--- src/design/cre_pkg.sv ---
package cre_pkg;

    localparam int CHAR_W           = 8;
    localparam int CAP_W            = 16;
    localparam int BYTES_PER_RESULT = 8;
    localparam int LANE_W           = $clog2(BYTES_PER_RESULT);
    localparam int FILL_W           = $clog2(BYTES_PER_RESULT + 1);
    localparam int OUT_W            = BYTES_PER_RESULT * CHAR_W;

    localparam logic [CAP_W-1:0]  CAP_RESET = 16'd1000;
    localparam logic [CHAR_W-1:0] HYPHEN    = 8'h2D;
    localparam logic [CHAR_W-1:0] NUL       = 8'h00;

    typedef logic [BYTES_PER_RESULT-1:0][CHAR_W-1:0] cre_lanes_t;

    // sequencer to packer
    typedef struct packed {
        logic              emit;
        logic [CHAR_W-1:0] data;
        logic              finish;
    } cre_pack_req_t;

    // packer to sequencer
    typedef struct packed {
        logic emit_take;
        logic finish_take;
        logic pack_full;
        logic cap_hit;
    } cre_pack_stat_t;

endpackage

--- src/design/cre_packer.sv ---
module cre_packer (
    input  logic                         aclk,
    input  logic                         aresetn,
    input  logic [cre_pkg::CAP_W-1:0]    cap,
    input  cre_pkg::cre_pack_req_t       req,
    output cre_pkg::cre_pack_stat_t      stat,
    output logic                         m_valid,
    input  logic                         m_ready,
    output logic [cre_pkg::OUT_W-1:0]    m_out_chars,
    output logic [cre_pkg::FILL_W-1:0]   m_out_count,
    output logic                         m_string_done
);
    import cre_pkg::*;

    cre_lanes_t        buf_reg, buf_next, base_buf;
    logic [FILL_W-1:0] fill_reg, fill_next, base_fill;
    logic [CAP_W-1:0]  written_reg, written_next;
    logic              valid_reg, valid_next;
    cre_lanes_t        chars_reg, chars_next;
    logic [FILL_W-1:0] count_reg, count_next;
    logic              done_reg, done_next;

    logic out_free, pack_full, send_full, finish_go, emit_go, cap_hit;

    always_comb begin
        out_free  = !valid_reg || m_ready;
        pack_full = (fill_reg == FILL_W'(BYTES_PER_RESULT));
        send_full = pack_full && out_free;
        finish_go = req.finish && !pack_full && out_free;
        emit_go   = req.emit && (!pack_full || out_free);
        cap_hit   = (written_reg >= cap);

        // a full pack leaves for the output register while the next byte lands in lane 0
        base_buf  = send_full ? '0 : buf_reg;
        base_fill = send_full ? '0 : fill_reg;

        buf_next     = base_buf;
        fill_next    = base_fill;
        written_next = written_reg;
        if (emit_go && !cap_hit) begin
            buf_next[base_fill[LANE_W-1:0]] = req.data;
            fill_next    = base_fill + FILL_W'(1);
            written_next = written_reg + CAP_W'(1);
        end
        if (finish_go) begin
            buf_next     = '0;
            fill_next    = '0;
            written_next = '0;
        end

        valid_next = valid_reg;
        chars_next = chars_reg;
        count_next = count_reg;
        done_next  = done_reg;
        if (send_full || finish_go) begin
            valid_next = 1'b1;
            chars_next = buf_reg;
            count_next = fill_reg;
            done_next  = finish_go;
        end else if (m_ready) begin
            valid_next = 1'b0;
        end
    end

    always_ff @(posedge aclk) begin
        if (!aresetn) begin
            buf_reg     <= '0;
            fill_reg    <= '0;
            written_reg <= '0;
            valid_reg   <= 1'b0;
        end else begin
            buf_reg     <= buf_next;
            fill_reg    <= fill_next;
            written_reg <= written_next;
            valid_reg   <= valid_next;
        end
    end

    always_ff @(posedge aclk) begin
        chars_reg <= chars_next;
        count_reg <= count_next;
        done_reg  <= done_next;
    end

    assign stat.emit_take   = emit_go;
    assign stat.finish_take = finish_go;
    assign stat.pack_full   = pack_full;
    assign stat.cap_hit     = cap_hit;

    assign m_valid       = valid_reg;
    assign m_out_chars   = chars_reg;
    assign m_out_count   = count_reg;
    assign m_string_done = done_reg;

endmodule

--- src/design/char_range_expander_unit.sv ---
// Character range expander. Bytes of a string come in one request at a time on the s_ side;
// a zero byte ends the string. A pattern x-y becomes every byte from x to y inclusive,
// counting down when y is below x; in a chain like a-c-e the shared endpoint is sent once,
// and a hyphen at the start, at the end or with nothing after it stays literal. Output
// bytes are packed eight to a request on the m_ side, first byte in bits 7:0, unused lanes
// zero. Each string ends with one request that has m_string_done set, even when it carries
// no bytes. Once cfg_wdata's capacity (reset 1000) is reached, the rest of the string's
// output is dropped. A byte that only fills the look-ahead window or is copied literally
// is handled as it is accepted; a range sends each byte it covers (up to 255) in order, as
// the packer writes one lane per cycle while the output side does not stall it, and a range
// cut at the capacity stops on the first dropped byte; the end of a string flushes the window
// bytes and then sends the closing request. Whenever the output side holds back a full pack,
// emission stalls until it is taken.
module char_range_expander_unit (
    input  logic                          aclk,
    input  logic                          aresetn,
    input  logic                          cfg_we,
    input  logic [cre_pkg::CAP_W-1:0]     cfg_wdata,
    input  logic                          s_valid,
    output logic                          s_ready,
    input  logic [cre_pkg::CHAR_W-1:0]    s_char_in,
    output logic                          m_valid,
    input  logic                          m_ready,
    output logic [cre_pkg::OUT_W-1:0]     m_out_chars,
    output logic [cre_pkg::FILL_W-1:0]    m_out_count,
    output logic                          m_string_done
);
    import cre_pkg::*;

    // sequencer states
    localparam logic [2:0] ST_IDLE      = 3'd0;  // take bytes, handle literals
    localparam logic [2:0] ST_RANGE     = 3'd1;  // walk a range one byte per cycle while the packer takes it
    localparam logic [2:0] ST_FLUSH_OLD = 3'd2;  // string end: older window byte
    localparam logic [2:0] ST_FLUSH_NEW = 3'd3;  // string end: newer window byte
    localparam logic [2:0] ST_FINAL     = 3'd4;  // send the closing request

    logic [2:0]        state_reg, state_next;
    logic [CHAR_W-1:0] older_reg, older_next;
    logic [CHAR_W-1:0] newer_reg, newer_next;
    logic [1:0]        fill_reg, fill_next;
    logic              pending_reg, pending_next;   // older byte already sent as a range end
    logic [CHAR_W-1:0] cur_reg, cur_next;           // range walker
    logic [CHAR_W-1:0] last_reg, last_next;
    logic              up_reg, up_next;
    logic [CAP_W-1:0]  cap_reg;

    cre_pack_req_t  pk_req;
    cre_pack_stat_t pk_stat;

    logic take;

    assign s_ready = (state_reg == ST_IDLE) && !pk_stat.pack_full;
    assign take    = s_valid && s_ready;

    always_comb begin
        state_next   = state_reg;
        older_next   = older_reg;
        newer_next   = newer_reg;
        fill_next    = fill_reg;
        pending_next = pending_reg;
        cur_next     = cur_reg;
        last_next    = last_reg;
        up_next      = up_reg;
        pk_req       = '0;

        case (state_reg)
            ST_IDLE: begin
                if (take) begin
                    if (s_char_in == NUL) begin
                        // window goes out as literals, a held endpoint is not repeated
                        if (fill_reg != 2'd0 && !pending_reg) begin
                            state_next = ST_FLUSH_OLD;
                        end else if (fill_reg == 2'd2) begin
                            state_next = ST_FLUSH_NEW;
                        end else begin
                            state_next = ST_FINAL;
                        end
                    end else if (fill_reg == 2'd0) begin
                        older_next = s_char_in;
                        fill_next  = 2'd1;
                    end else if (fill_reg == 2'd1) begin
                        newer_next = s_char_in;
                        fill_next  = 2'd2;
                    end else if (newer_reg == HYPHEN) begin
                        // range older..s_char_in; skip the start when it was already sent
                        up_next   = (s_char_in >= older_reg);
                        last_next = s_char_in;
                        if (!pending_reg) begin
                            cur_next   = older_reg;
                            state_next = ST_RANGE;
                        end else if (older_reg != s_char_in) begin
                            cur_next   = (s_char_in >= older_reg) ? older_reg + CHAR_W'(1)
                                                                  : older_reg - CHAR_W'(1);
                            state_next = ST_RANGE;
                        end
                        older_next   = s_char_in;
                        newer_next   = NUL;
                        fill_next    = 2'd1;
                        pending_next = 1'b1;
                    end else begin
                        // literal; the pack has room since s_ready excludes a full pack
                        pk_req.emit  = !pending_reg;
                        pk_req.data  = older_reg;
                        pending_next = 1'b0;
                        older_next   = newer_reg;
                        newer_next   = s_char_in;
                    end
                end
            end
            ST_RANGE: begin
                pk_req.emit = 1'b1;
                pk_req.data = cur_reg;
                if (pk_stat.emit_take) begin
                    // past capacity every later byte is dropped, so stop early
                    if (cur_reg == last_reg || pk_stat.cap_hit) begin
                        state_next = ST_IDLE;
                    end else begin
                        cur_next = up_reg ? cur_reg + CHAR_W'(1) : cur_reg - CHAR_W'(1);
                    end
                end
            end
            ST_FLUSH_OLD: begin
                pk_req.emit = 1'b1;
                pk_req.data = older_reg;
                if (pk_stat.emit_take) begin
                    state_next = (fill_reg == 2'd2) ? ST_FLUSH_NEW : ST_FINAL;
                end
            end
            ST_FLUSH_NEW: begin
                pk_req.emit = 1'b1;
                pk_req.data = newer_reg;
                if (pk_stat.emit_take) begin
                    state_next = ST_FINAL;
                end
            end
            ST_FINAL: begin
                pk_req.finish = 1'b1;
                if (pk_stat.finish_take) begin
                    older_next   = NUL;
                    newer_next   = NUL;
                    fill_next    = 2'd0;
                    pending_next = 1'b0;
                    state_next   = ST_IDLE;
                end
            end
            default: begin
                state_next = ST_IDLE;
            end
        endcase
    end

    always_ff @(posedge aclk) begin
        if (!aresetn) begin
            state_reg   <= ST_IDLE;
            older_reg   <= NUL;
            newer_reg   <= NUL;
            fill_reg    <= 2'd0;
            pending_reg <= 1'b0;
            cap_reg     <= CAP_RESET;
        end else begin
            state_reg   <= state_next;
            older_reg   <= older_next;
            newer_reg   <= newer_next;
            fill_reg    <= fill_next;
            pending_reg <= pending_next;
            if (cfg_we) begin
                cap_reg <= cfg_wdata;
            end
        end
    end

    always_ff @(posedge aclk) begin
        cur_reg  <= cur_next;
        last_reg <= last_next;
        up_reg   <= up_next;
    end

    cre_packer u_packer (
        .aclk          (aclk),
        .aresetn       (aresetn),
        .cap           (cap_reg),
        .req           (pk_req),
        .stat          (pk_stat),
        .m_valid       (m_valid),
        .m_ready       (m_ready),
        .m_out_chars   (m_out_chars),
        .m_out_count   (m_out_count),
        .m_string_done (m_string_done)
    );

    // a held endpoint always sits in the window
    a_pending_has_byte: assert property (@(posedge aclk) disable iff (!aresetn)
        pending_reg |-> fill_reg != 2'd0)
        else $error("endpoint flag set with empty window");

    // the range walker holds while the packer is stalled
    a_range_holds: assert property (@(posedge aclk) disable iff (!aresetn)
        (state_reg == ST_RANGE && !pk_stat.emit_take) |=> $stable(cur_reg))
        else $error("range walker moved without a byte taken");

    // closing request leaves the window empty and the sequencer idle
    a_finish_clears: assert property (@(posedge aclk) disable iff (!aresetn)
        pk_stat.finish_take |=> (state_reg == ST_IDLE && fill_reg == 2'd0 && !pending_reg))
        else $error("string end left state behind");

    // no new byte is taken while the sequencer is busy
    a_take_idle: assert property (@(posedge aclk) disable iff (!aresetn)
        take |-> (state_reg == ST_IDLE && !pk_req.finish))
        else $error("byte taken outside idle");

endmodule
--- config.mk ---
export PLATFORM = sky130hd
export DESIGN_NAME = char_range_expander_unit
export DESIGN_NICKNAME = d
export VERILOG_FILES = /design/src/design/cre_pkg.sv /design/src/design/cre_packer.sv /design/src/design/char_range_expander_unit.sv
export SDC_FILE = /design/constraint.sdc
export NUM_CORES = 1
export LEC_CHECK = 0
export BUFFER_PORTS_ARGS = -buffer_cell sky130_fd_sc_hd__buf_2
export CAP_MARGIN = 20
export CORE_ASPECT_RATIO = 1.25
export CORE_MARGIN = 2
export CORE_UTILIZATION = 63
export DETAILED_ROUTE_END_ITERATION = 8
export PLACE_DENSITY_LB_ADDON = 0.15
export SLEW_MARGIN = 20
export SYNTH_ARGS = -nofsm -noshare
export SYNTH_HDL_FRONTEND = slang
export SYNTH_SLANG_ARGS = --single-unit
--- constraint.sdc ---
create_clock -name aclk -period 12 [get_ports aclk]
set_input_delay 1.2 -clock aclk [delete_from_list [all_inputs] [get_ports aclk]]
set_output_delay 1.2 -clock aclk [all_outputs]
set_load 0.01 [all_outputs]
# Word level (Yosys, flattened, before mapping)
# Cells that the tools add are included.
# classes
eq_ne	28
reduce_logical	32
multipliers	0
bitwise	4
n_shift	0
order_cmp	4
div_mod_pow	0
add_sub_neg	6
mux	70
# op_table
op	n
$mux 8	23
$mux 64	2
$bwmux 64	1
$pmux 8 s2	3
$mux 9	5
$mux 3	14
$pmux 9 s4	1
$demux 8 s3	1
$add 16x1->16 const B	1
$add 8x1->8 const B	2
$ge 16x16->1	1
$sub 8x1->8 const B	2
$pmux 3 s5	1
$reduce_and 5->1	3
$mux 2	6
$ne 2x2->1 const B	6
$reduce_and 6->1	2
$ne 2x1->1 const B	5
$reduce_and 10->1	1
$logic_and 1x1->1	9
$mux 1	9
$ne 3x3->1 const B	3
$reduce_and 9->1	1
$eq 8x6->1 const B	1
other kinds (27)	41
# word_totals
inputBits	29
reg_bits	209
mem_bits_ro	0
n_memories	0
wordCells	174
latchBits	0
ram_bits	0
out_inout_bits	71

# Longest topological paths before layout
# Gate-level depths: netlist (run 1).
# logic_depth
depth_word	10
depth_mapped	13
mapped_depth_nobuf	13

# By module
# From an unflattened synthesis (run 1), not the netlist that was laid out.
# unflattened
hier_cells	1007
area_unflattened_um2	10252.3
# modules_own_cells
mod	instances	cells_per_inst	seq_area_each_um2	area_each_um2
cre_packer	1	615	3773.6	6761.5
char_range_expander_unit	1	392	1271.2	3490.8

# Least setup slack after synthesis (run 1)
# Ideal clock, no wire load.
# synth_timing
path_type	input to register
start	in m_ready
end	reg u_packer.buf_reg[31] (netlist name)
arrival_ps	4096
setup_time_ps	72
stages	9
path_buffers	3
path_slack_ps	7833
cell_sequence	nand2b_1 > clkbuf_1 > nand2b_1 > nand2_1 > nor2_1 > clkbuf_1 > buf_1 > nand2_1 > mux2i_1
# synth_between
elab_chain_cells	9
# synth_lines
item	line	source
start: declaration	char_range_expander_unit.sv:23	input logic m_ready,
$logic_or 1x1->1 (*)	cre_packer.sv:26	out_free = !valid_reg || m_ready;
$logic_and 1x1->1	cre_packer.sv:28	send_full = pack_full && out_free;
$mux 4	cre_packer.sv:35	base_fill = send_full ? '0 : fill_reg;
$lt 3x4->1 (not written as such) or $ge 3x1->1 (tied branches)	cre_packer.sv:41	buf_next[base_fill[LANE_W-1:0]] = req.data;
$logic_and 1x1->1 (not written as such)	cre_packer.sv:41	
$mux 8 (not written as such)	cre_packer.sv:41	
$demux 8 s3	n/a	
$bwmux 64	cre_packer.sv:41	
$mux 64	cre_packer.sv:40	if (emit_go && !cap_hit) begin
end signal: assignment	cre_packer.sv:72	buf_reg <= buf_next;
end: declaration	cre_packer.sv:15	cre_lanes_t buf_reg, buf_next, base_buf;
# Mark *: on every way between the ends. The rest lies on a longest branch, timed or not.
# A chain may end at the register's enable or synchronous reset.

# Worst setup path after layout (run 1)
# layout_timing
start	in s_char_in[3] (netlist name)
end	reg cur_reg[7] (data pin)
# layout_between
elab_chain_cells	10
# layout_lines
item	line	source
start: declaration	char_range_expander_unit.sv:21	input logic [cre_pkg::CHAR_W-1:0] s_char_in,
$ge 8x8->1	char_range_expander_unit.sv:92	cur_next = (s_char_in >= older_reg) ? older_reg + CHAR_W'(1)
$mux 8	char_range_expander_unit.sv:92	
$mux 8	char_range_expander_unit.sv:91	end else if (older_reg != s_char_in) begin
$mux 8	char_range_expander_unit.sv:88	if (!pending_reg) begin
$mux 8	char_range_expander_unit.sv:84	end else if (newer_reg == HYPHEN) begin
$mux 8	char_range_expander_unit.sv:81	end else if (fill_reg == 2'd1) begin
$mux 8	char_range_expander_unit.sv:78	end else if (fill_reg == 2'd0) begin
$mux 8	char_range_expander_unit.sv:69	if (s_char_in == NUL) begin
$mux 8	char_range_expander_unit.sv:68	if (take) begin
$pmux 8 s2	char_range_expander_unit.sv:66	case (state_reg)
named net cur_next[7]	char_range_expander_unit.sv:42	logic [CHAR_W-1:0] cur_reg, cur_next;
end signal: assignment	char_range_expander_unit.sv:173	cur_reg <= cur_next;
end: declaration	char_range_expander_unit.sv:42	
# The timed path passes the listed nets, and every way through them passes these cells. The select of a mux whose other input is x is not followed.

==> metrics.cfg, run 1 <==
[layout]
diodes=0
final_cell_count_no_fill=1171
finalNetCount=1046
area_delta_synth_final_pct=13.9
drive_above_1_share_pct=16.0
fillers=1034

[global_routing]
grt_pass1_vias=6556
grt_overflow=0
grt_max_degree=71
antenna_found_initial=0
grt_usage_pct=25.5
grt_pass1_wl_um=33200

[timing]
timing.final.crit_share_pct=31.7
clock_skew_ps=7.47
tightest_slew_ps=1080
final.setup.tns_ps=0
min_period_ps=3800
rsz0062_at_grt=false
fmax_mhz=263
hold_viol_final=0
slew_headroom_pct=27.6
setup-violations-final=0
final_max_slew_viol_count=0

[pwr]
power.leakage_nw=4.34
totalPowerFinal_w=0.00150
peakVddDrop_mv=0.119
p_per_area_nw_per_um2=140

[clocking]
path_clk_slew_ps=70
cts_setup_buffers=0
cts_tree=yes
clockBufferDepth=3
post_cts_resized=0
htree_levels=1
cts-root-buf=clkbuf_16
clock_latency_ps=490
cts_buffers=20
ctsHoldBuffers=0
cts.sinks=209

[critical_path]
startpoint=s_char_in[3]
critPathMaxFanout=6
required_ps=12250
arrival_ps=4050
endpoint_kind=register
r2r_start=older_reg[3]
cp-start-kind=input pin
worstSetupPathType=input pin to register
rrSetupSlack_ps=8450

[die]
ios=100
num_rows=50
core-area_um2=14800
dieWidth_um=113
start_util_pct=63.6
die_area_um2=16000
die_height_um=141

[yosys]
synthArstFlopShare_pct=0
synth_mux_area_share_pct=9.67
yosys.area.top_type=edfxtp_1
synth_ff_type=dfxtp_1
synth_seq_area_share_pct=53.5
synth_xor_xnor_area_share_pct=1.67
synth_compound_area_share_pct=10.9
ys_types=63
yosys_warnings=0
synth.top_cell.area_share_pct=27.4
ys_seq_elements=209
yosys-top-cells-area=edfxtp_1 (27%), dfxtp_1 (26%), mux2i_1 (8.7%), ha_1 (5.2%), nand2_1 (5.0%)
syn_area_um2=9420
synthTopCellsByCount=nand2_1 (125), dfxtp_1 (123), edfxtp_1 (86)
yosysMostFrequentCell=nand2_1
yosys.area_share.adder_pct=5.60
postSynthAreaPerCell_um2=10.6
synth_edf_count=86
syn_nets=959
syn_inst=889
yosys.area_share.simple_pct=15.2
synth_top_family_by_area=simple AND/OR/NAND/NOR gates

[drt]
drtAntennaViolNets=0
drt-total-wl_um=20300
drc_errors=0
wl_per_cell_um=17.3
via_per_inst=5.92
drt-pass1-iter-count=5
vias=6933
drtIter0Drc=649

[status]
status=completed

[placement]
port_buffers=99
dp_hpwl_um=14000
gp_congestion=0.934
dp_cells=1136

[run]
drv_cap=0

[min_path]
min_path_type=register to register
min_from=u_packer.buf_reg[27]

-- final cells by class --
cell class	instances	area, µm²	area share (%)
clock buffer	25	551	5.13
inverter	43	161	1.50
tap	182	228	2.12
timing repair buffer	106	548	5.11
sequential	209	5040	47.0
multi-input combinational	596	4070	37.9
clock inverter	10	135	1.26
-- power breakdown --
group	total (W)	internal (W)	switching (W)
clock	0.000653	0.000391	0.000262
combinational	0.0000929	0.0000363	0.0000566
sequential	0.000756	0.000744	0.0000118
total	0.00150	0.00117	0.000330
-- worst max-delay path, cell delays in order --
cell	delay (ps)
buf_2	130
ha_1	330
a21oi_1	130
o211ai_1	110
a221o_1	440
inv_1	210
ha_1	260
a21oi_1	180
o211ai_1	140
o41ai_1	430
xor2_1	220
mux2i_1	210
nand2_1	60
-- logic make-up (layout without fill, tap and decap cells) --
| group | Yosys count | after routing |
|---|---|---|
| AND/OR/NAND/NOR | 288 | 288 |
| flip-flops | 209 | 209 |
| AO/OA/AOI/OAI | 159 | 159 |
| multiplexers | 90 | 90 |
| buffers and inverters | 84 | 184 |
| adder cells (fa/ha/maj) | 41 | 41 |
| XOR/XNOR | 18 | 18 |
-- metal layers --
metal  wire [µm]  global-route usage, %
met1        9030                   35.9
met2        9670                   41.9
met3        1200                   3.44
met4         356                   6.68
met5           0                      0
-- metrics by stage --
step	area (µm²)	hold WS (ps)	worst slack (ps)	util, %
2_1_floorplan	9420	403	7830	-
3_3_place_gp	10000	412	7850	67.8
3_5_place_dp	10000	412	7740	67.8
4_1_cts	10700	428	8240	72.4
5_1_grt	10700	432	8070	72.4
6_report	10700	427	8200	72.4
-- layout by cell type (no fill, tap or decap), drive strengths merged, types with 6 or more instances in the layout --
cell type  count
or3           11
a21o           9
clkbuf        25
nor2          39
ha            39
nor4           7
o31ai         14
dfxtp        123
nor2b          6
o21ai         30
o211ai        10
nand4         22
a22oi          8
a21oi         55
mux2           8
nand2b        10
nor3          13
nand3         25
or4           12
inv           43
buf          106
xor2          10
mux2i         82
edfxtp        86
nand2        125
xnor2          8
-- path summary, 6_finish.rpt --
| path | to | depth (start not counted) |
|---|---|---|
| max | cur_reg[7] | 13 |
| min | u_packer.m_out_chars[27] | 0 |
| max reg2reg | cur_reg[7] | 13 |
| min reg2reg | u_packer.m_out_chars[27] | 0 |
Note: power is estimated with default switching activity, not from simulation.
==> run 2, diff against run 1 <==
--- a/config.mk
+++ b/config.mk
@@ -9,7 +9,7 @@
 export CAP_MARGIN = 20
 export CORE_ASPECT_RATIO = 1.25
 export CORE_MARGIN = 2
-export CORE_UTILIZATION = 63
+export CORE_UTILIZATION = 53
 export DETAILED_ROUTE_END_ITERATION = 8
 export PLACE_DENSITY_LB_ADDON = 0.15
 export SLEW_MARGIN = 20
==> constraint.sdc (replaced) <==
create_clock -name aclk -period 3.3 [get_ports aclk]
set_input_delay 0.33 -clock aclk [delete_from_list [all_inputs] [get_ports aclk]]
set_output_delay 0.33 -clock aclk [all_outputs]
set_load 0.01 [all_outputs]
==> metrics.cfg, run 2 (synthesis gave the netlist of run 1 again) <==
[placement]
dp_hpwl_um=14600
port_buffers=99
gp_congestion=0.907

[layout]
layout_commonest_cell=nand2_1
diodes=0
final_cell_mix=nand2_1 (124), dfxtp_1 (123), buf_2 (99)
finalNetCount=1071
area_delta_synth_final_pct=16.3
fillers=1442
drive_above_1_share_pct=18.2

[pwr]
p_int_w=0.00416
power.sequential.fraction_pct=50.8
peakVddDrop_mv=0.387
power.leakage_nw=4.47
p_sw_w=0.00122
p_per_area_nw_per_um2=491
clockPowerShare_pct=42.3
p_sw_share_pct=22.7
combPwrFrac_pct=6.9

[critical_path]
startpoint=older_reg[5]
arrival_ps=3350
r2r_cells=13
worstSetupPathType=register to register
endpoint=cur_reg[6]
endpoint_kind=register
cp-start-kind=register
rrSetupSlack_ps=190
r2r_start=older_reg[5]
required_ps=3540
critPathMaxFanout=6
r2r-end=cur_reg[6]

[timing]
setup-violations-final=0
holdWs_ps=58.9
clock_skew_ps=19.6
final_max_slew_viol_count=0
slew_headroom_pct=26.1
min_period_ps=3110
tightest_slew_ps=1100
final.setup.tns_ps=0
rsz0062_at_grt=false
hold_viol_final=0
timing.final.crit_share_pct=94.1
fmax_mhz=322

[min_path]
min_path_type=input pin to register

[die]
dieWidth_um=123
num_rows=54
core-area_um2=17400
die_area_um2=18900
die_height_um=153
start_util_pct=54.1
ios=100

[global_routing]
grt_util_met2_pct=35.5
grt-busiest-layer=met2
grt_usage_pct=22.0
use_met1_pct=31.3
grt_max_degree=45
use_met3_pct=2.57
antenna_found_initial=0
grt_pass1_vias=6590
grt_overflow=0
grt_pass1_wl_um=33400

[run]
drv_cap=0

[clocking]
htree_levels=1
clockBufferDepth=3
cts_tree=yes
cts-root-buf=clkbuf_16
clock_latency_ps=500
cts_buffers=21
cts.sinks=209
path_clk_slew_ps=60

[drt]
vias=6946
drt-total-wl_um=20500
drtIter0Drc=452
drtAntennaViolNets=0
via_per_inst=5.61
drc_errors=0
wl_per_cell_um=16.6
drt-pass1-iter-count=5

[status]
status=completed

[run 2: cell count changes in the layout (fill, tap and decap cells not counted), sizes merged]
cell	delta
buf	+24
bufinv	-2
clkbuf	+2
clkinv	+2
clkinvlp	-1
inv	+1
[run 2: area by class of cell]
| cell class | count | area (µm²) | share of cell area (%) |
|---|---|---|---|
| clock buffers | 27 | 568 | 5.18 |
| clock inverters | 10 | 90.1 | 0.822 |
| inverters | 43 | 161 | 1.47 |
| multi-input cells | 596 | 4070 | 37.2 |
| flip-flops and latches | 209 | 5040 | 46.0 |
| well taps | 224 | 280 | 2.56 |
| repair buffers | 130 | 741 | 6.76 |
[run 2: how the worst min path moves through the flow]
stage	start	to	slack, ps	cells past startpoint
floorplan	u_packer.fill_reg[2]	u_packer.m_out_count[2]	400	0
global placement	u_packer.buf_reg[58]	u_packer.m_out_chars[58]	410	0
detailed placement	u_packer.buf_reg[2]	u_packer.m_out_chars[2]	410	0
CTS	cfg_wdata[9]	cap_reg[9]	50	3
global route	cfg_wdata[8]	cap_reg[8]	60	3
finish	cfg_wdata[8]	cap_reg[8]	60	3
[run 2: worst max-delay path, cell delays in order, from the launching register on]
cell      delay (ps)
dfxtp_1          450
inv_1             70
ha_1             290
nand4_1          130
inv_1             50
a221o_1          330
inv_1            160
ha_1             300
nor2b_1          150
o21ai_0          180
a21boi_0         140
o21ai_0          260
mux2i_1          260
nor3_1            80
[run 2: per-layer routing]
metal | share of wire, % | vias up | wire (µm)
met5 | 0 | - | 0
met4 | 2.2 | 0 | 456
met3 | 4.7 | 39 | 968
met2 | 47 | 180 | 9560
met1 | 46 | 3281 | 9550
li1 | - | 3446 | -
[run 2: power by group through the flow]
stage | Combinational [W] | Clock (W) | Sequential [W]
3_5_place_dp | 0.000367 | 0 | 0.00279
2_1_floorplan | 0.000256 | 0 | 0.00278
6_report | 0.000372 | 0.00228 | 0.00274
4_1_cts | 0.000369 | 0.00233 | 0.00274
3_3_place_gp | 0.000361 | 0 | 0.00279
5_1_grt | 0.000418 | 0.00242 | 0.00274
[run 2: stage by stage]
stage	cells	instance area [µm²]	total power, W	util [%]	setup slack (ps)
final	1239	11000	0.00539	62.9	193
after floorplan	889	9430	0.00304	-	160
after global routing	1239	11000	0.00558	62.9	11.4
after detailed placement	1202	10300	0.00316	59.0	90.4
after global placement	1202	10300	0.00315	59.0	140
after CTS	1239	11000	0.00543	62.8	193
[run 2: repair_timing]
| item | in CTS | in global routing |
|---|---|---|
| hold buffers | 0 | 0 |
| endpoints found under the setup margin | 0 | 1 |
| setup buffers | 0 | 0 |
| resized for setup | 0 | 1 |
